`src/tpt_pkg.sv`:
```
// tpt_pkg: shared constants, codes and types of the task priority table
// used by tpt_rank_cmp, tpt_slot_mem and task_priority_table_core
`timescale 1ns / 1ps
`default_nettype none

package tpt_pkg;

  // default sizes, handed to the top level parameters
  localparam int CAPACITY_DEF = 16;
  localparam int KEY_W_DEF    = 16;
  localparam int PRIO_W_DEF   = 16;

  // fixed field widths
  localparam int STAMP_W  = 32;
  localparam int CMD_W    = 2;
  localparam int STATUS_W = 3;

  // command codes carried on in_tuser
  localparam logic [CMD_W-1:0] CMD_ADD  = 2'd0;
  localparam logic [CMD_W-1:0] CMD_GET  = 2'd1;
  localparam logic [CMD_W-1:0] CMD_LIST = 2'd2;

  // status codes carried on out_tuser
  localparam logic [STATUS_W-1:0] ST_INSERTED = 3'd0;
  localparam logic [STATUS_W-1:0] ST_REPLACED = 3'd1;
  localparam logic [STATUS_W-1:0] ST_FULL     = 3'd2;
  localparam logic [STATUS_W-1:0] ST_RETURNED = 3'd3;
  localparam logic [STATUS_W-1:0] ST_EMPTY    = 3'd4;
  localparam logic [STATUS_W-1:0] ST_LISTED   = 3'd5;

  // verdict of the shared compare unit on one slot
  typedef struct packed {
    logic ahead;   // slot ranks ahead of the current best
    logic key_eq;  // slot key equals the requested key
  } cmp_res_t;

endpackage

`default_nettype wire

```
`src/tpt_rank_cmp.sv`:
```
// tpt_rank_cmp: shared compare unit, one slot against the running best
// and against the requested key; depends on tpt_pkg
`timescale 1ns / 1ps
`default_nettype none

module tpt_rank_cmp #(
  parameter int KEY_WIDTH  = tpt_pkg::KEY_W_DEF,
  parameter int PRIO_WIDTH = tpt_pkg::PRIO_W_DEF
) (
  input  wire logic [KEY_WIDTH-1:0]        slot_key,
  input  wire logic [PRIO_WIDTH-1:0]       slot_prio,
  input  wire logic [tpt_pkg::STAMP_W-1:0] slot_stamp,
  input  wire logic [KEY_WIDTH-1:0]        req_key,
  input  wire logic [PRIO_WIDTH-1:0]       best_prio,
  input  wire logic [tpt_pkg::STAMP_W-1:0] best_stamp,
  output tpt_pkg::cmp_res_t                res
);
  import tpt_pkg::*;

  logic prio_gt;
  logic prio_eq;

  // higher signed priority first, newer stamp among ties, strict so the
  // lower slot keeps its place on a full tie
  assign prio_gt    = $signed(slot_prio) > $signed(best_prio);
  assign prio_eq    = slot_prio == best_prio;
  assign res.ahead  = prio_gt || (prio_eq && (slot_stamp > best_stamp));
  assign res.key_eq = slot_key == req_key;

endmodule

`default_nettype wire

```
`src/tpt_slot_mem.sv`:
```
// tpt_slot_mem: slot store for key, priority and stamp, one write and one
// registered read per cycle; depends on tpt_pkg
`timescale 1ns / 1ps
`default_nettype none

module tpt_slot_mem #(
  parameter int CAPACITY   = tpt_pkg::CAPACITY_DEF,
  parameter int KEY_WIDTH  = tpt_pkg::KEY_W_DEF,
  parameter int PRIO_WIDTH = tpt_pkg::PRIO_W_DEF,
  localparam int IDX_W     = $clog2(CAPACITY)
) (
  input  wire logic                        clk,
  input  wire logic                        wr_en,
  input  wire logic [IDX_W-1:0]            wr_addr,
  input  wire logic [KEY_WIDTH-1:0]        wr_key,
  input  wire logic [PRIO_WIDTH-1:0]       wr_prio,
  input  wire logic [tpt_pkg::STAMP_W-1:0] wr_stamp,
  input  wire logic [IDX_W-1:0]            rd_addr,
  output logic      [KEY_WIDTH-1:0]        rd_key,
  output logic      [PRIO_WIDTH-1:0]       rd_prio,
  output logic      [tpt_pkg::STAMP_W-1:0] rd_stamp
);
  import tpt_pkg::*;

  localparam int ENTRY_W = KEY_WIDTH + PRIO_WIDTH + STAMP_W;

  logic [ENTRY_W-1:0] mem [CAPACITY];
  logic [ENTRY_W-1:0] rd_data_r;

  always_ff @(posedge clk) begin
    if (wr_en) begin
      mem[wr_addr] <= {wr_stamp, wr_prio, wr_key};
    end
    rd_data_r <= mem[rd_addr];
  end

  assign rd_key   = rd_data_r[KEY_WIDTH-1:0];
  assign rd_prio  = rd_data_r[KEY_WIDTH +: PRIO_WIDTH];
  assign rd_stamp = rd_data_r[KEY_WIDTH+PRIO_WIDTH +: STAMP_W];

endmodule

`default_nettype wire

```
`src/task_priority_table_core.sv`:
```
// task_priority_table_core: top level of the keyed task priority table
// depends on tpt_pkg, tpt_rank_cmp and tpt_slot_mem
`timescale 1ns / 1ps
`default_nettype none

// Keyed priority table of up to CAPACITY tasks. An input item carries a
// command on in_tuser (add, get, list) and a task key and signed priority
// on in_tdata. Add inserts the key in the lowest free slot, or replaces
// the priority of a key already held, and stamps it with a running 32-bit
// sequence number; a full table answers with status full and keeps its
// contents. Get removes and returns the highest priority task, newest
// stamp first among equal priorities. List returns every held task in
// that order without removing any, with out_tlast on the final one; get
// and list on an empty table return one empty item. Command code 3 is
// ignored and gives no result. Timing: the slot store has one read port,
// so each pass reads one slot per cycle through a single compare unit. An
// add or get runs one such pass from acceptance to its result
// (CAPACITY reads, one compare stage, one commit), a list with n held
// tasks runs n passes, an empty list one pass, and command code 3 no
// pass at all. in_tready is high only between items. The
// result sits in an output register, so the next item is taken while a
// result still waits; the commit step waits only if that register is
// still full. Valid bits live in flip-flops cleared by reset, so no
// clearing pass is needed after reset.
module task_priority_table_core #(
  parameter int CAPACITY   = tpt_pkg::CAPACITY_DEF,
  parameter int KEY_WIDTH  = tpt_pkg::KEY_W_DEF,
  parameter int PRIO_WIDTH = tpt_pkg::PRIO_W_DEF,
  localparam int DATA_W    = ((KEY_WIDTH + PRIO_WIDTH + 7) / 8) * 8
) (
  input  wire logic                        clk,
  input  wire logic                        rst_n,
  // input item channel
  input  wire logic                        in_tvalid,
  output logic                             in_tready,
  input  wire logic [DATA_W-1:0]           in_tdata,   // task_id, priority_req, zero pad
  input  wire logic [tpt_pkg::CMD_W-1:0]   in_tuser,   // cmd
  // result item channel
  output logic                             out_tvalid,
  input  wire logic                        out_tready,
  output logic      [DATA_W-1:0]           out_tdata,  // task_id_res, priority_res, zero pad
  output logic      [tpt_pkg::STATUS_W-1:0] out_tuser, // status
  output logic                             out_tlast   // last
);
  import tpt_pkg::*;

  localparam int IDX_W = $clog2(CAPACITY);
  localparam int CNT_W = $clog2(CAPACITY + 1);

  // sequencer states
  localparam logic [1:0] S_IDLE = 2'd0;  // waiting for an item
  localparam logic [1:0] S_SCAN = 2'd1;  // one slot read and compared per cycle
  localparam logic [1:0] S_DONE = 2'd2;  // commit and load the result

  logic [1:0]            state_r, state_nxt;
  logic [CMD_W-1:0]      cmd_r, cmd_nxt;
  logic [KEY_WIDTH-1:0]  key_r, key_nxt;
  logic [PRIO_WIDTH-1:0] prio_r, prio_nxt;

  // scan pipeline: read issue counter, then the compare stage
  logic [CNT_W-1:0] idx_r, idx_nxt;
  logic             p_vld_r, p_vld_nxt;
  logic [IDX_W-1:0] p_idx_r, p_idx_nxt;
  logic             p_last_r, p_last_nxt;

  // scan findings
  logic                  hit_r, hit_nxt;
  logic [IDX_W-1:0]      hit_idx_r, hit_idx_nxt;
  logic                  free_r, free_nxt;
  logic [IDX_W-1:0]      free_idx_r, free_idx_nxt;
  logic                  best_r, best_nxt;
  logic [IDX_W-1:0]      best_idx_r, best_idx_nxt;
  logic [KEY_WIDTH-1:0]  best_key_r, best_key_nxt;
  logic [PRIO_WIDTH-1:0] best_prio_r, best_prio_nxt;
  logic [STAMP_W-1:0]    best_stamp_r, best_stamp_nxt;

  // table control state
  logic [CAPACITY-1:0] valid_r, valid_nxt;
  logic [CAPACITY-1:0] listed_r, listed_nxt;   // already emitted in this list
  logic [CNT_W-1:0]    count_r, count_nxt;     // slots held
  logic [CNT_W-1:0]    remain_r, remain_nxt;   // list entries still to emit
  logic [STAMP_W-1:0]  stamp_r, stamp_nxt;

  // output register
  logic                  ovld_r, ovld_nxt;
  logic [STATUS_W-1:0]   ostat_r, ostat_nxt;
  logic [KEY_WIDTH-1:0]  okey_r, okey_nxt;
  logic [PRIO_WIDTH-1:0] oprio_r, oprio_nxt;
  logic                  olast_r, olast_nxt;

  // slot store and compare unit hookup
  logic                  mem_we;
  logic [IDX_W-1:0]      mem_wr_addr;
  logic [KEY_WIDTH-1:0]  rd_key;
  logic [PRIO_WIDTH-1:0] rd_prio;
  logic [STAMP_W-1:0]    rd_stamp;
  cmp_res_t              cmp;

  logic out_free;
  logic slot_on;
  logic eligible;
  logic add_commit;

  tpt_slot_mem #(
    .CAPACITY   (CAPACITY),
    .KEY_WIDTH  (KEY_WIDTH),
    .PRIO_WIDTH (PRIO_WIDTH)
  ) u_mem (
    .clk      (clk),
    .wr_en    (mem_we),
    .wr_addr  (mem_wr_addr),
    .wr_key   (key_r),
    .wr_prio  (prio_r),
    .wr_stamp (stamp_r),
    .rd_addr  (idx_r[IDX_W-1:0]),
    .rd_key   (rd_key),
    .rd_prio  (rd_prio),
    .rd_stamp (rd_stamp)
  );

  tpt_rank_cmp #(
    .KEY_WIDTH  (KEY_WIDTH),
    .PRIO_WIDTH (PRIO_WIDTH)
  ) u_cmp (
    .slot_key   (rd_key),
    .slot_prio  (rd_prio),
    .slot_stamp (rd_stamp),
    .req_key    (key_r),
    .best_prio  (best_prio_r),
    .best_stamp (best_stamp_r),
    .res        (cmp)
  );

  assign in_tready   = state_r == S_IDLE;
  assign out_free    = !ovld_r || out_tready;
  assign slot_on     = valid_r[p_idx_r];
  assign eligible    = slot_on && !listed_r[p_idx_r];
  assign mem_wr_addr = hit_r ? hit_idx_r : free_idx_r;
  assign add_commit  = (state_r == S_DONE) && out_free && (cmd_r == CMD_ADD)
                       && (hit_r || free_r);

  always_comb begin
    state_nxt      = state_r;
    cmd_nxt        = cmd_r;
    key_nxt        = key_r;
    prio_nxt       = prio_r;
    idx_nxt        = idx_r;
    p_vld_nxt      = 1'b0;
    p_idx_nxt      = p_idx_r;
    p_last_nxt     = 1'b0;
    hit_nxt        = hit_r;
    hit_idx_nxt    = hit_idx_r;
    free_nxt       = free_r;
    free_idx_nxt   = free_idx_r;
    best_nxt       = best_r;
    best_idx_nxt   = best_idx_r;
    best_key_nxt   = best_key_r;
    best_prio_nxt  = best_prio_r;
    best_stamp_nxt = best_stamp_r;
    valid_nxt      = valid_r;
    listed_nxt     = listed_r;
    count_nxt      = count_r;
    remain_nxt     = remain_r;
    stamp_nxt      = stamp_r;
    ovld_nxt       = ovld_r && !out_tready;
    ostat_nxt      = ostat_r;
    okey_nxt       = okey_r;
    oprio_nxt      = oprio_r;
    olast_nxt      = olast_r;
    mem_we         = 1'b0;

    unique case (state_r)
      S_IDLE: begin
        if (in_tvalid) begin
          cmd_nxt    = in_tuser;
          key_nxt    = in_tdata[KEY_WIDTH-1:0];
          prio_nxt   = in_tdata[KEY_WIDTH +: PRIO_WIDTH];
          idx_nxt    = '0;
          hit_nxt    = 1'b0;
          free_nxt   = 1'b0;
          best_nxt   = 1'b0;
          // list marks only matter within one list, every item starts clean
          listed_nxt = '0;
          unique case (in_tuser)
            CMD_ADD, CMD_GET: begin
              state_nxt = S_SCAN;
            end
            CMD_LIST: begin
              state_nxt  = S_SCAN;
              remain_nxt = count_r;
            end
            default: begin
              state_nxt = S_IDLE;  // unused command, no result
            end
          endcase
        end
      end

      S_SCAN: begin
        // issue the next slot read
        if (idx_r != CNT_W'(CAPACITY)) begin
          p_vld_nxt  = 1'b1;
          p_idx_nxt  = idx_r[IDX_W-1:0];
          p_last_nxt = idx_r == CNT_W'(CAPACITY - 1);
          idx_nxt    = idx_r + CNT_W'(1);
        end
        // compare the slot read in the previous cycle
        if (p_vld_r) begin
          if (cmd_r == CMD_ADD) begin
            if (slot_on && !hit_r && cmp.key_eq) begin
              hit_nxt     = 1'b1;
              hit_idx_nxt = p_idx_r;
            end
            if (!slot_on && !free_r) begin
              free_nxt     = 1'b1;
              free_idx_nxt = p_idx_r;
            end
          end else if (eligible && (!best_r || cmp.ahead)) begin
            best_nxt       = 1'b1;
            best_idx_nxt   = p_idx_r;
            best_key_nxt   = rd_key;
            best_prio_nxt  = rd_prio;
            best_stamp_nxt = rd_stamp;
          end
          if (p_last_r) begin
            state_nxt = S_DONE;
          end
        end
      end

      S_DONE: begin
        if (out_free) begin
          ovld_nxt  = 1'b1;
          okey_nxt  = '0;
          oprio_nxt = '0;
          olast_nxt = 1'b1;
          state_nxt = S_IDLE;
          unique case (cmd_r)
            CMD_ADD: begin
              priority if (hit_r) begin
                mem_we    = 1'b1;
                stamp_nxt = stamp_r + STAMP_W'(1);
                ostat_nxt = ST_REPLACED;
              end else if (free_r) begin
                mem_we               = 1'b1;
                stamp_nxt            = stamp_r + STAMP_W'(1);
                valid_nxt[free_idx_r] = 1'b1;
                count_nxt            = count_r + CNT_W'(1);
                ostat_nxt            = ST_INSERTED;
              end else begin
                ostat_nxt = ST_FULL;
              end
            end
            CMD_GET: begin
              if (best_r) begin
                valid_nxt[best_idx_r] = 1'b0;
                count_nxt             = count_r - CNT_W'(1);
                ostat_nxt             = ST_RETURNED;
                okey_nxt              = best_key_r;
                oprio_nxt             = best_prio_r;
              end else begin
                ostat_nxt = ST_EMPTY;
              end
            end
            CMD_LIST: begin
              if (best_r) begin
                listed_nxt[best_idx_r] = 1'b1;
                remain_nxt             = remain_r - CNT_W'(1);
                ostat_nxt              = ST_LISTED;
                okey_nxt               = best_key_r;
                oprio_nxt              = best_prio_r;
                olast_nxt              = remain_r == CNT_W'(1);
                if (remain_r != CNT_W'(1)) begin
                  // another selection pass for the next entry
                  state_nxt = S_SCAN;
                  idx_nxt   = '0;
                  best_nxt  = 1'b0;
                end
              end else begin
                ostat_nxt = ST_EMPTY;
              end
            end
            default: begin
              ovld_nxt = ovld_r && !out_tready;
            end
          endcase
        end
      end

      default: begin
        state_nxt = S_IDLE;
      end
    endcase
  end

  always_ff @(posedge clk) begin
    if (!rst_n) begin
      state_r  <= S_IDLE;
      p_vld_r  <= 1'b0;
      p_last_r <= 1'b0;
      valid_r  <= '0;
      listed_r <= '0;
      count_r  <= '0;
      remain_r <= '0;
      stamp_r  <= '0;
      ovld_r   <= 1'b0;
      hit_r    <= 1'b0;
      free_r   <= 1'b0;
      best_r   <= 1'b0;
      idx_r    <= '0;
    end else begin
      state_r  <= state_nxt;
      p_vld_r  <= p_vld_nxt;
      p_last_r <= p_last_nxt;
      valid_r  <= valid_nxt;
      listed_r <= listed_nxt;
      count_r  <= count_nxt;
      remain_r <= remain_nxt;
      stamp_r  <= stamp_nxt;
      ovld_r   <= ovld_nxt;
      hit_r    <= hit_nxt;
      free_r   <= free_nxt;
      best_r   <= best_nxt;
      idx_r    <= idx_nxt;
    end
  end

  // payload registers, no reset
  always_ff @(posedge clk) begin
    cmd_r        <= cmd_nxt;
    key_r        <= key_nxt;
    prio_r       <= prio_nxt;
    p_idx_r      <= p_idx_nxt;
    hit_idx_r    <= hit_idx_nxt;
    free_idx_r   <= free_idx_nxt;
    best_idx_r   <= best_idx_nxt;
    best_key_r   <= best_key_nxt;
    best_prio_r  <= best_prio_nxt;
    best_stamp_r <= best_stamp_nxt;
    ostat_r      <= ostat_nxt;
    okey_r       <= okey_nxt;
    oprio_r      <= oprio_nxt;
    olast_r      <= olast_nxt;
  end

  assign out_tvalid = ovld_r;
  assign out_tdata  = DATA_W'({oprio_r, okey_r});
  assign out_tuser  = ostat_r;
  assign out_tlast  = olast_r;

  // fill count never runs past the table size
  a_count_bound: assert property (@(posedge clk) disable iff (!rst_n)
    count_r <= CNT_W'(CAPACITY))
    else $error("fill count exceeds capacity");

  // a get or list always picks a held slot not yet listed
  a_best_held: assert property (@(posedge clk) disable iff (!rst_n)
    (state_r == S_DONE && cmd_r != CMD_ADD && best_r)
      |-> (valid_r[best_idx_r] && !listed_r[best_idx_r]))
    else $error("selected slot is not held");

  // the stamp moves only on an insert or replace
  a_stamp_step: assert property (@(posedge clk) disable iff (!rst_n)
    (stamp_r != $past(stamp_r)) |-> $past(add_commit))
    else $error("stamp advanced without an add");

  // a returned task lowers the fill count by one
  a_get_count: assert property (@(posedge clk) disable iff (!rst_n)
    (state_r == S_DONE && out_free && cmd_r == CMD_GET && best_r)
      |=> (count_r == $past(count_r) - CNT_W'(1)))
    else $error("get did not free a slot");

  // while a list is still under way no new item is taken
  a_list_busy: assert property (@(posedge clk) disable iff (!rst_n)
    (ovld_r && ostat_r == ST_LISTED && !olast_r) |-> !in_tready)
    else $error("item accepted during a list");

endmodule

`default_nettype wire

```
`config.mk`:
```
export PLATFORM = sky130hd
export DESIGN_NAME = task_priority_table_core
export DESIGN_NICKNAME = d
export VERILOG_FILES = /design/src/tpt_pkg.sv /design/src/tpt_rank_cmp.sv /design/src/tpt_slot_mem.sv /design/src/task_priority_table_core.sv
export SDC_FILE = /design/constraint.sdc
export NUM_CORES = 1
export LEC_CHECK = 0
export ABC_AREA = 0
export BUFFER_PORTS_ARGS = -buffer_cell sky130_fd_sc_hd__buf_2
export CORE_UTILIZATION = 55
export CTS_CLUSTER_SIZE = 12
export DETAILED_ROUTE_END_ITERATION = 10
export PLACE_DENSITY_LB_ADDON = 0.12
export SLEW_MARGIN = 20
export SYNTH_ARGS = -nofsm -noshare
export SYNTH_HDL_FRONTEND = slang
export SYNTH_HIERARCHICAL = 1
export SYNTH_SLANG_ARGS = --single-unit
```
`constraint.sdc`:
```
create_clock -name clk -period 8.31 [get_ports clk]
set_input_delay 0 -clock clk [delete_from_list [all_inputs] [get_ports clk]]
set_output_delay 0 -clock clk [all_outputs]
set_load 0.03 [all_outputs]
```
# [After elaboration in Yosys (flattened, before gate mapping)]
# Memory sizes are Yosys's and may differ from the RTL's. A register that Yosys moved wholly into a read port is not among the register bits.
# Cells that the tools add are included.
[totals] ff_bits=237 latch_bits=0 ram_bits=1024 romBits=0 input_bits=38 mem_count=1
[mem_list] name="u_mem.mem" words=16 word_bits=64 read_ports=1 rd_clocked_by_memory_dff=1 wr=1 line_no="tpt_slot_mem.sv:27" source="logic [ENTRY_W-1:0] mem [CAPACITY];"
[op_classes] addsub=5 multipliers=0 n_div=0 order_cmp=7 n_eq_ne=29 shifts=0 muxes=79 bitwise_logic=5 reduce_logical=51
[op_table] operator="$mux W16" count=7
[op_table] operator="$mux W5" count=14
[op_table] operator="$mux W32" count=2
[op_table] operator="$pmux W16 S2" count=2
[op_table] operator="$mux W1" count=34
[op_table] operator="$add A32 B1 Y32 const B" count=1
[op_table] operator="$eq A16 B16 Y1" count=2
[op_table] operator="$gt A32 B32 Y1" count=1
[op_table] operator="$or A16 B16 Y16" count=2
[op_table] operator="$ne A2 B2 Y1 const B" count=14
[op_table] operator="$pmux W5 S2" count=2
[op_table] operator="$reduce_and A4 Y1" count=5
[op_table] operator="$and A16 B16 Y16" count=1
[op_table] operator="$gt A16 B16 Y1" count=1
[op_table] operator="$not A16 Y16" count=1
[op_table] operator="$lt A4 B5 Y1 const B" count=3
[op_table] operator="$pmux W5 S3" count=1
[op_table] operator="$reduce_and A5 Y1" count=3
[op_table] operator="$reduce_and A7 Y1" count=2
[op_table] operator="$mux W2" count=6
[op_table] operator="$reduce_and A2 Y1" count=6
[op_table] operator="$reduce_and A6 Y1" count=2
[op_table] operator="$add A5 B1 Y5 const B" count=2
[op_table] operator="$sub A5 B1 Y5 const B" count=2
[op_table] operator="other kinds (26)" count=60

# [Logic depth before layout (Yosys ltp)]
# Gate-level depths: netlist of the first run.
[depth] depth_word=9 ltp_mapped=11

# [Hierarchy]
# Netlist of the first run, hierarchy kept.
[modules_own_cells] module="tpt_slot_mem" n_inst=1 cells_per_inst=1647 area_per_inst_um2=39581.7
[modules_own_cells] module="task_priority_table_core" n_inst=1 cells_per_inst=726 area_per_inst_um2=9404.0
[modules_own_cells] module="tpt_rank_cmp" n_inst=1 cells_per_inst=193 area_per_inst_um2=1388.8

# [Least setup slack after synthesis of the first run]
# No wires, ideal clock.
[synth_path] kind="flip-flop to flip-flop" start="register best_stamp_r[30]" end="register best_idx_r[0] (enable)" setup_time_ps=578 arrival_time_ps=6230 required_ps=7732 setup_slack_ps=1502 path_stages_with_launch=10 synth_period_minus_slack_ps=6808 cell_sequence="edfxtp_1 -> inv_1 -> ha_1 -> nand4_1 -> nor4_2 -> nand4_1 -> o211ai_1 -> a22o_1 -> nor2b_1 -> nor3_1"
[synth_lines] element="from (decl)" line_no="task_priority_table_core.sv:75" source="logic [STAMP_W-1:0] best_stamp_r, best_stamp_nxt;"
[synth_lines] element="from (signal assigned)" line_no="task_priority_table_core.sv:339" source="best_stamp_r <= best_stamp_nxt;"
[synth_lines] element="to (signal assigned)" line_no="task_priority_table_core.sv:336" source="best_idx_r <= best_idx_nxt;"
[synth_lines] element="to (decl)" line_no="task_priority_table_core.sv:72" source="logic [IDX_W-1:0] best_idx_r, best_idx_nxt;"

# [Final worst setup path of the first run]
[layout_path] start="register state_r[0]" end="memory u_mem/mem[15][14] in the netlist's numbering (enable)"
[layout_via] elab_chain_len=4
[layout_lines] element="from (decl)" line_no="task_priority_table_core.sv:55" source="logic [1:0] state_r, state_nxt;"
[layout_lines] element="from (signal assigned)" line_no="task_priority_table_core.sv:312" source="state_r <= state_nxt;"
[layout_lines] element="$eq A2 B2 Y1" line_no="task_priority_table_core.sv:172" source="unique case (state_r)"
[layout_lines] element="$mux W1" line_no="task_priority_table_core.sv:172"
[layout_lines] element="via mem_we" line_no="task_priority_table_core.sv:92" source="logic mem_we;"
[layout_lines] element="$mux W1" line_no="tpt_slot_mem.sv:31" source="if (wr_en) begin"
[layout_lines] element="$mux W1 (not written as such)" line_no="tpt_slot_mem.sv:32" source="mem[wr_addr] <= {wr_stamp, wr_prio, wr_key};"
[layout_lines] element="to (decl)" line_no="tpt_slot_mem.sv:27"
# The timed path passes the listed nets, and every way through them passes these cells.

==> metrics.md, run 1 <==
| Metric | Value |
|---|---|
| WP data arrival | `between 4 and 5 ns` |
| Fill cells | `approximately 6,200` |
| Initial antenna violation count | `0` |
| Worst Path Max Fanout | `36` |
| Total Power | `roughly 13 mW` |
| Hold depth | `4` |
| Root Driver | `clkbuf_16` |
| #FFs+latches synth | `around 1,300` |
| Clk_lat worst skew | `~0.74 ns` |
| Worst Reg-to-Reg Cells | `8` |
| Antenna Nets Post-Route | `0` |
| Hold path startpoint | `out_tready` |
| Clock sinks | `roughly 1,300` |
| Ant diodes | `0` |
| Final instance area | `57,100 um^2` |
| Post-route DRC | `0` |
| Worst-Margin Slew | `around 1.1 ns` |
| R2R Path Start | `state_r[0]` |
| Hold Path Class | `in -> reg` |
| Die X-Extent | `a little over 300 um` |
| Site row count | `110` |
| Post-synthesis async set-or-reset flop share | `0` |
| Max-slew violation count | `0` |
| Initial Util | `0.557` |
| Starting DRT DRC Count | `approximately 2,200` |
| Pre-CTS setup slack | `between 3 and 4 ns` |
| Total track usage | `0.232` |
| Ys Warns | `6` |
| Worst hold slack | `roughly 0.17 ns` |
| Max_slew headroom | `0.236` |
| RSZ-0062 raised after global routing | `false` |
| TritonCTS Buffers | `between 100 and 150` |
| CP endpoint kind | `register` |
| Core area | `between 90,000 and 100,000 um^2` |
| Status | `finished clean` |
| Final WS setup | `3.90 ns` |
| Vias per cell | `a little over 6` |
| Total leakage power | `~20 nW` |
| Hold path endpoint | `out_tvalid` |
| Commonest cells after routing, fill and taps aside | `1,174 x edfxtp_1, 263 x mux4_2, 149 x dfxtp_1, 139 x clkbuf_16, 129 x a22oi_1` |
| Synth Flop Type | `edfxtp_1` |
| Syn avg cell area | `19.6 um^2` |
| Seq/Total Area, Yosys | `0.760` |
| Fin crit share | `0.530` |
| DR WL/cell | `25.8 um` |
| Die H | `305 um` |
| Share of cells above drive strength 1 | `0.207` |
| Largest net degree at the start of global routing | `approximately 160` |
| Clk slew on worst S/H paths | `0.06 ns` |
| Mapped cell area | `50,400 um^2` |
| Overall overflow remaining after global route | `0` |
| Power Density | `between 200 and 250 nW/um^2` |
| Post-CTS sizing | `0` |
| Minimum clock period | `4.41 ns` |
| Max Clock Skew | `between 0.02 and 0.03 ns` |
| Worst VDD drop | `about 190 uV` |
| Cell Area, Placed | `52,100 um^2` |
| Required time of the critical path | `around 8.7 ns` |
| Fmax | `between 200 and 250 MHz` |
| Port bufs | `75` |
| Via count of the first global-routing pass | `25,800` |
| Syn Inst Count | `between 2,000 and 3,000` |
| Drt total wl | `105,000 um` |
| CTS tree | `built` |
| Vias post-DR | `24,500` |
| Mapped Nets | `about 2,700` |
| EDFF count, synth | `about 1,200` |
| Worst Path Class, Setup | `reg -> reg` |
| DP HPWL | `about 56,000 um` |
| Commonest non-fill, non-tap cell in the layout | `edfxtp_1` |
| Boundary pin count | `76` |
| R2r setup slk | `a little under 4 ns` |
| Wire length of the first global-routing pass | `between 150,000 and 200,000 um` |
| Count of different cell masters after synthesis | `67` |
| Fin nets | `just under 3,000` |
| Setup TNS | `0 ns` |
| Die ar. | `~93,000 um^2` |
| Max-cap violation count | `0` |
| Pre-antenna DRT Iters | `6` |
| # setup viols final | `0` |
| RR Endpoint | `u_mem/mem[15][14]` |
| Area Growth Syn to Fin | `13.3%` |
| Maximum root-to-sink buffer count | `3` |
| Fin. Hold Viols | `0` |
| CTS H-tree lvls | `4` |
| CP Launch Type | `register` |
| Gpl congestion | `between 0.7 and 0.8` |
## cell families (layout without fill, tap and decap cells)
group                      count (synthesis)  after routing  share of synthesized area
AOI/OAI and AO/OA                        274            274                     0.0368
xor gates and xnor gates                  46             46                    0.00800
adders and majority gates                 67             67                     0.0168
buffers and inverters                    183            508                     0.0168
DFF                                     1325           1325                      0.760
muxes                                    278            278                      0.121
and+or+nand+nor                          393            393                     0.0411
## synth_stat cells, types with 5 or more instances
master / count / area share
xnor2_1: 37 / 0.0064
nand4_1: 21 / 0.0026
a21o_1: 8 / 0.0012
ha_1: 66 / 0.016
a22oi_1: 129 / 0.019
dfxtp_1: 151 / 0.060
nand2b_1: 11 / 0.0014
buf_2: 16 / 0.0016
a21oi_1: 45 / 0.0045
nand2_1: 112 / 0.0083
a31oi_1: 7 / 0.00087
nor2_1: 61 / 0.0045
mux2i_1: 11 / 0.0022
or3_1: 6 / 0.00075
and2_1: 37 / 0.0046
nor3b_1: 5 / 0.00075
buf_1: 15 / 0.0011
nand3_1: 28 / 0.0028
buf_6: 15 / 0.0034
mux4_2: 263 / 0.12
clkbuf_1: 62 / 0.0046
o21ai_0: 38 / 0.0038
buf_4: 7 / 0.0010
nor3_1: 16 / 0.0016
edfxtp_1: 1174 / 0.70
xor2_1: 9 / 0.0016
a21boi_0: 20 / 0.0030
and3_1: 40 / 0.0050
nor2b_1: 27 / 0.0034
inv_1: 66 / 0.0049
## state kept, by name, summed over array words and instances, names as in the netlist, 4 cells and up
register	flops
u_mem/rd_data_r	64
best_prio_r	16
stamp_r	32
oprio_r	16
count_r	5
idx_r	5
valid_r	16
best_key_r	16
okey_r	16
u_mem/mem	1024
key_r	16
prio_r	16
remain_r	5
listed_r	16
free_idx_r	4
best_idx_r	4
hit_idx_r	4
p_idx_r	4
best_stamp_r	32
## metal layers
layer  vias up  GRT usage  routed length [um]
li1      10800          -                   -
met1     12900      0.324               45300
met2       637      0.383               52500
met3       154     0.0355                4910
met4         0     0.0650                2240
met5         -          0                   0
## where the power goes
group	total (mW)	switching (mW)	internal, mW
Clock	5.75	2.44	3.31
Combinational	0.294	0.148	0.146
Sequential	7.32	0.0757	7.24
## through the flow
step	instances	util
3_3_place_gp	3742	0.576
4_1_cts	4067	0.631
5_1_grt	4067	0.631
6_report	4067	0.631
2_1_floorplan	2566	-
3_5_place_dp	3742	0.576
## cell type report
class	instances	area, um^2	area share
inverters	67	251	0.00441
clock buffers	225	3920	0.0687
flip-flops and latches	1325	38300	0.671
repair buffers	187	1430	0.0251
clock inverters	29	317	0.00555
multi-input cells	1058	11400	0.200
well taps	1176	1470	0.0258
## worst max-delay path, cell delays in order, from the launching register on
cell and delay (ns):
dfxtp_1 0.35, inv_1 0.10, ha_1 0.71, nand2_1 0.25, nor2_1 0.47, nand3_1 0.42
nor2_4 0.50, buf_4 0.48, buf_4 0.70
## worst max path at each step
stage | cells past startpoint | to | slack [ns] | start
floorplan | 9 | best_idx_r[0] | 1.50 | best_stamp_r[30]
global placement | 8 | u_mem/mem[12][14] | 3.88 | state_r[0]
detailed placement | 8 | u_mem/mem[12][14] | 3.69 | state_r[0]
CTS | 8 | u_mem/mem[12][15] | 3.64 | state_r[0]
global route | 7 | u_mem/mem[9][21] | 3.69 | state_r[0]
finish | 8 | u_mem/mem[15][14] | 3.90 | state_r[0]
## what timing repair did
item / CTS / global route
hold buffers: 71 / 0
setup buffers: 0 / 0
endpoints found under the hold margin: 73 / 0
Power figures use the tool's default switching activity.
==> run 2: changes to the inputs <==
==> constraint.sdc (replaced) <==
create_clock -name clk -period 4.2 [get_ports clk]
set_input_delay 0 -clock clk [delete_from_list [all_inputs] [get_ports clk]]
set_output_delay 0 -clock clk [all_outputs]
set_load 0.03 [all_outputs]
==> metrics.md, run 2 (synthesis results as in run 1) <==
| Metric | Value |
|---|---|
| Post-CTS sizing | `0` |
| Postcts setup bufs | `0` |
| Post-layout util | `0.636` |
| # setup viols final | `0` |
| Site row count | `110` |
| Antenna Nets Post-Route | `0` |
| GR Util met1 | `0.342` |
| Hold Path Class | `in -> reg` |
| Fmax | `259 MHz` |
| Grt met3 use | `0.0392` |
| Total leakage power | `20.1 nW` |
| Pre-CTS setup slack | `~0.33 ns` |
| Maximum root-to-sink buffer count | `3` |
| Clk_lat worst skew | `~0.74 ns` |
| Post-route DRC | `0` |
| Minimum clock period | `around 3.9 ns` |
| Root Driver | `clkbuf_16` |
| Worst Path Class, Setup | `reg -> reg` |
| Wire length of the first global-routing pass | `approximately 160,000 um` |
| Largest net degree at the start of global routing | `between 100 and 150` |
| Gpl congestion | `0.807` |
| Final instance area | `roughly 58,000 um^2` |
| CP endpoint kind | `register` |
| Final WS setup | `~0.34 ns` |
| Top flop regs | `u_mem/mem x1024, u_mem/rd_data_r x64` |
| Worst Path Max Fanout | `52` |
| Worst hold slack | `0.372 ns` |
| Max_slew headroom | `0.309` |
| Die ar. | `92,800 um^2` |
| Register bank with the most flops | `u_mem/mem` |
| Core area | `~90,000 um^2` |
| Top Usage Layer GRT | `met2` |
| Worst VDD drop | `498 uV` |
| Boundary pin count | `76` |
| Vias post-DR | `25,100` |
| DR WL/cell | `27.1 um` |
| Ant diodes | `0` |
| Fin nets | `a little under 3,000` |
| Max reg flops | `about 1,000` |
| Commonest non-fill, non-tap cell in the layout | `edfxtp_1` |
| Worst-Margin Slew | `1.03 ns` |
| Cell Area, Placed | `roughly 53,000 um^2` |
| DP HPWL | `approximately 56,000 um` |
| Clk slew on worst S/H paths | `roughly 0.06 ns` |
| WP data arrival | `between 4 and 5 ns` |
| Max-slew violation count | `0` |
| Status | `finished clean` |
| Port bufs | `75` |
| Pre-antenna DRT Iters | `5` |
| Power Density | `approximately 460 nW/um^2` |
| Die H | `about 300 um` |
| RSZ-0062 raised after global routing | `false` |
| Commonest cells after routing, fill and taps aside | `1,174 x edfxtp_1, 263 x mux4_2, 149 x dfxtp_1, 146 x clkbuf_16, 129 x a22oi_1` |
| Initial antenna violation count | `2` |
| Via count of the first global-routing pass | `roughly 26,000` |
| CTS tree | `built` |
| Total Power | `26.5 mW` |
| TritonCTS Buffers | `approximately 140` |
| Area Growth Syn to Fin | `14.2%` |
| Fill cells | `6,129` |
| Die X-Extent | `305 um` |
| Share of cells above drive strength 1 | `0.212` |
| Drt total wl | `110,000 um` |
| Met2 Use GR | `0.396` |
| Total track usage | `0.243` |
| Vias per cell | `6.15` |
| Fin crit share | `0.919` |
| Max-cap violation count | `0` |
| Max Clock Skew | `between 0.03 and 0.04 ns` |
| Overall overflow remaining after global route | `0` |
| CTS H-tree lvls | `4` |
| Starting DRT DRC Count | `between 2,000 and 2,500` |
| Required time of the critical path | `4.57 ns` |
| Clock sinks | `between 1,000 and 1,500` |
| Fin. Hold Viols | `0` |
| CP Launch Type | `register` |
| Initial Util | `0.557` |
[run 2: report_power, final]
part	switching, mW	internal [mW]
sequential	0.142	14.3
clock	4.82	6.63
combinational	0.298	0.306
[run 2: what timing repair did]
item / 4_1_cts / 5_1_grt
hold buffers: 72 / 0
endpoints found under the setup margin: 0 / 0
hold endpoints to repair: 103 / 0
[run 2: metal layers]
layer	vias to the layer above	share of wire
li1	10800	-
met1	13200	0.42
met2	865	0.49
met3	175	0.063
met4	0	0.022
met5	-	0
[run 2: worst paths after layout]
kind	depth (start not counted)	slack, ns	from	to
hold reg to reg	0	0.42	u_mem/rd_data_r[62]	best_stamp_r[30]
setup / recovery	10	0.34	best_stamp_r[30]	best_stamp_r[26]
hold / removal	5	0.37	in_tvalid	free_r
setup reg to reg	10	0.34	best_stamp_r[30]	best_stamp_r[26]
[run 2: through the flow]
step / instances / TNS (ns)
after floorplan: 2566 / -133.00
after detailed placement: 3753 / 0
after global placement: 3753 / 0
after global routing: 4074 / 0
final: 4074 / 0
after CTS: 4073 / 0
[run 2: cell type report]
class | count | area [um^2] | area share
Sequential cell | 1325 | 38300 | 0.665
Clock buffer | 219 | 4060 | 0.0705
Tap cell | 1176 | 1470 | 0.0256
Multi-Input combinational cell | 1058 | 11400 | 0.199
Clock inverter | 29 | 195 | 0.00339
Timing Repair Buffer | 200 | 1860 | 0.0323
Inverter | 67 | 251 | 0.00437
[run 2: critical path, cell delays in order (launching register included)]
cell and delay (ns):
edfxtp_1 0.33, inv_1 0.05, ha_1 0.30, nand4_1 0.17, nor4_2 0.37, nand4_1 0.16, o211ai_1 0.38, a22o_1 0.32
nor2b_1 0.14, nor3_4 0.83, buf_12 0.38
==> run 3: changes to the inputs <==
==> constraint.sdc (replaced) <==
create_clock -name clk -period 5 [get_ports clk]
set_input_delay 0 -clock clk [delete_from_list [all_inputs] [get_ports clk]]
set_output_delay 0 -clock clk [all_outputs]
set_load 0.03 [all_outputs]
==> metrics.md, run 3 (synthesis results as in run 1) <==
| Metric | Value |
|---|---|
| Setup TNS | `0 ns` |
| Max_slew headroom | `0.252` |
| Power Density | `between 300 and 400 nW/um^2` |
| Hold Path Class | `in -> reg` |
| Die H | `between 300 and 400 um` |
| R2R Path Start | `state_r[0]` |
| DP HPWL | `about 60,000 um` |
| Hold path endpoint | `free_r` |
| WP data arrival | `between 4 and 5 ns` |
| Wire length of the first global-routing pass | `between 150,000 and 200,000 um` |
| Port bufs | `75` |
| Cell Area, Placed | `approximately 52,000 um^2` |
| Worst Reg-to-Reg Cells | `7` |
| Placed cell count | `about 3,800` |
| Final instance area | `57,400 um^2` |
| Maximum root-to-sink buffer count | `3` |
| Fin crit share | `0.755` |
| Largest stage delay, worst path | `~0.7 ns` |
| # setup viols final | `0` |
| Total track usage | `0.238` |
| Die ar. | `slightly above 90,000 um^2` |
| Commonest non-fill, non-tap cell in the layout | `edfxtp_1` |
| CTS H-tree lvls | `4` |
| Root Driver | `clkbuf_16` |
| Die X-Extent | `between 300 and 400 um` |
| WP buf/inv | `2` |
| Fin cells | `around 4,100` |
| TritonCTS Buffers | `between 100 and 150` |
| Antenna Nets Post-Route | `0` |
| Commonest cells after routing, fill and taps aside | `1,174 x edfxtp_1, 263 x mux4_2, 149 x dfxtp_1, 144 x clkbuf_16, 129 x a22oi_1` |
| Site row count | `110` |
| RR Endpoint | `u_mem/mem[10][56]` |
| CTS tree | `built` |
| Vias post-DR | `roughly 25,000` |
| RSZ-0062 raised after global routing | `false` |
| Post-route DRC | `0` |
| Fin nets | `about 2,900` |
| Top delay family on crit path | `simple AND/OR/NAND/NOR gates` |
| Worst Path Class, Setup | `reg -> reg` |
| Ant diodes | `0` |
| Max-slew violation count | `0` |
| Max-cap violation count | `0` |
| Total leakage power | `approximately 20 nW` |
| Clk slew on worst S/H paths | `around 0.060 ns` |
| Worst VDD drop | `around 350 uV` |
| CP endpoint kind | `register` |
| Largest net degree at the start of global routing | `74` |
| Pre-CTS setup slack | `1.26 ns` |
| Clock sinks | `1,325` |
| Via count of the first global-routing pass | `about 26,000` |
| Worst hold slack | `roughly 0.38 ns` |
| Top flop regs | `u_mem/mem x1024, u_mem/rd_data_r x64` |
| Starting DRT DRC Count | `between 2,000 and 2,500` |
| Fin. Hold Viols | `0` |
| Share of cells above drive strength 1 | `0.212` |
| Boundary pin count | `76` |
| Status | `finished clean` |
| Initial Util | `0.557` |
| Postcts setup bufs | `0` |
| Worst-Margin Slew | `about 1.1 ns` |
| Initial antenna violation count | `0` |
| Vias per cell | `between 6 and 7` |
| Worst Path Max Fanout | `53` |
| Register bank with the most flops | `u_mem/mem` |
| Pre-antenna DRT Iters | `5` |
| Max Clock Skew | `between 0.02 and 0.03 ns` |
| Hold depth | `6` |
| Crit path max-delay cell type | `ha_1` |
| Final WS setup | `about 1.2 ns` |
| Max reg flops | `approximately 1,000` |
| Required time of the critical path | `about 5.4 ns` |
| Gpl congestion | `0.793` |
| CP Launch Type | `register` |
| Minimum clock period | `approximately 3.8 ns` |
| Core area | `roughly 90,000 um^2` |
| Hold path startpoint | `in_tvalid` |
| Area Growth Syn to Fin | `14.0%` |
| Crit-path cells | `inv_1 > ha_1 > nand2_1 > nor2_1 > nand3b_1 > nor2_4 > buf_12` |
| Drt total wl | `108,000 um` |
| Clk_lat worst skew | `roughly 0.74 ns` |
| Post-CTS sizing | `0` |
| Overall overflow remaining after global route | `0` |
| DR WL/cell | `approximately 26 um` |
| Fmax | `265 MHz` |
| R2r setup slk | `between 1 and 1.5 ns` |
-- run 3: cell count changes in the layout (fill, tap and decap cells not counted), moves of 3 or more --
cell / before / now
buf_12: 29 / 18
buf_4: 24 / 34
clkbuf_1: 60 / 64
clkbuf_8: 13 / 16
clkinv_1: 10 / 6
clkinv_2: 12 / 7
-- run 3: report_power, final --
part           leakage, nW  switching (mW)  internal [mW]
clock                 2.07            4.03           5.65
sequential            13.3           0.123           12.0
combinational         4.71           0.256          0.246
total                 20.1            4.41           17.9
-- run 3: worst max-delay path by stage --
stage	startpoint	slack (ns)	to	depth (start not counted)
6_report	state_r[0]	1.22	u_mem/mem[10][56]	7
5_1_grt	state_r[0]	0.92	u_mem/mem[10][56]	7
4_1_cts	state_r[0]	1.24	u_mem/mem[10][56]	7
3_5_place_dp	state_r[0]	1.26	u_mem/mem[10][22]	7
3_3_place_gp	state_r[0]	1.35	u_mem/mem[10][50]	7
2_1_floorplan	cmd_r[0]	0.22	u_mem/mem[1][0]	6
-- run 3: worst reg2reg max path: stages, from the launching register on --
cell	delay (ns)
dfxtp_1	0.34
inv_1	0.09
ha_1	0.70
nand2_1	0.27
nor2_1	0.46
nand3b_1	0.40
nor2_4	0.55
buf_12	0.44
-- run 3: metal layers --
layer / wire length, um / up-vias / GRT usage
met2: 53100 / 798 / 0.389
li1: - / 10800 / -
met5: 0 / - / 0
met4: 2390 / 0 / 0.0700
met3: 6020 / 166 / 0.0369
met1: 46500 / 13200 / 0.335
-- run 3: what timing repair did --
action	in CTS	in global routing
setup endpoints to repair	0	0
hold buffers	73	0
endpoints found under the hold margin	107	0
-- run 3: area by class of cell --
class                   count  area, um^2
flip-flops and latches   1325       38300
fillers                  6096       33000
multi-input cells        1058       11400
clock buffers             224        4060
repair buffers            200        1720
well taps                1176        1470
inverters                  67         251
clock inverters            24         216
-- run 3: stage by stage --
step | utilization | total power, mW
after floorplan | - | 12.7
after global placement | 0.579 | 12.8
after detailed placement | 0.579 | 12.9
after CTS | 0.635 | 22.5
after global routing | 0.635 | 23.0
final | 0.635 | 22.3
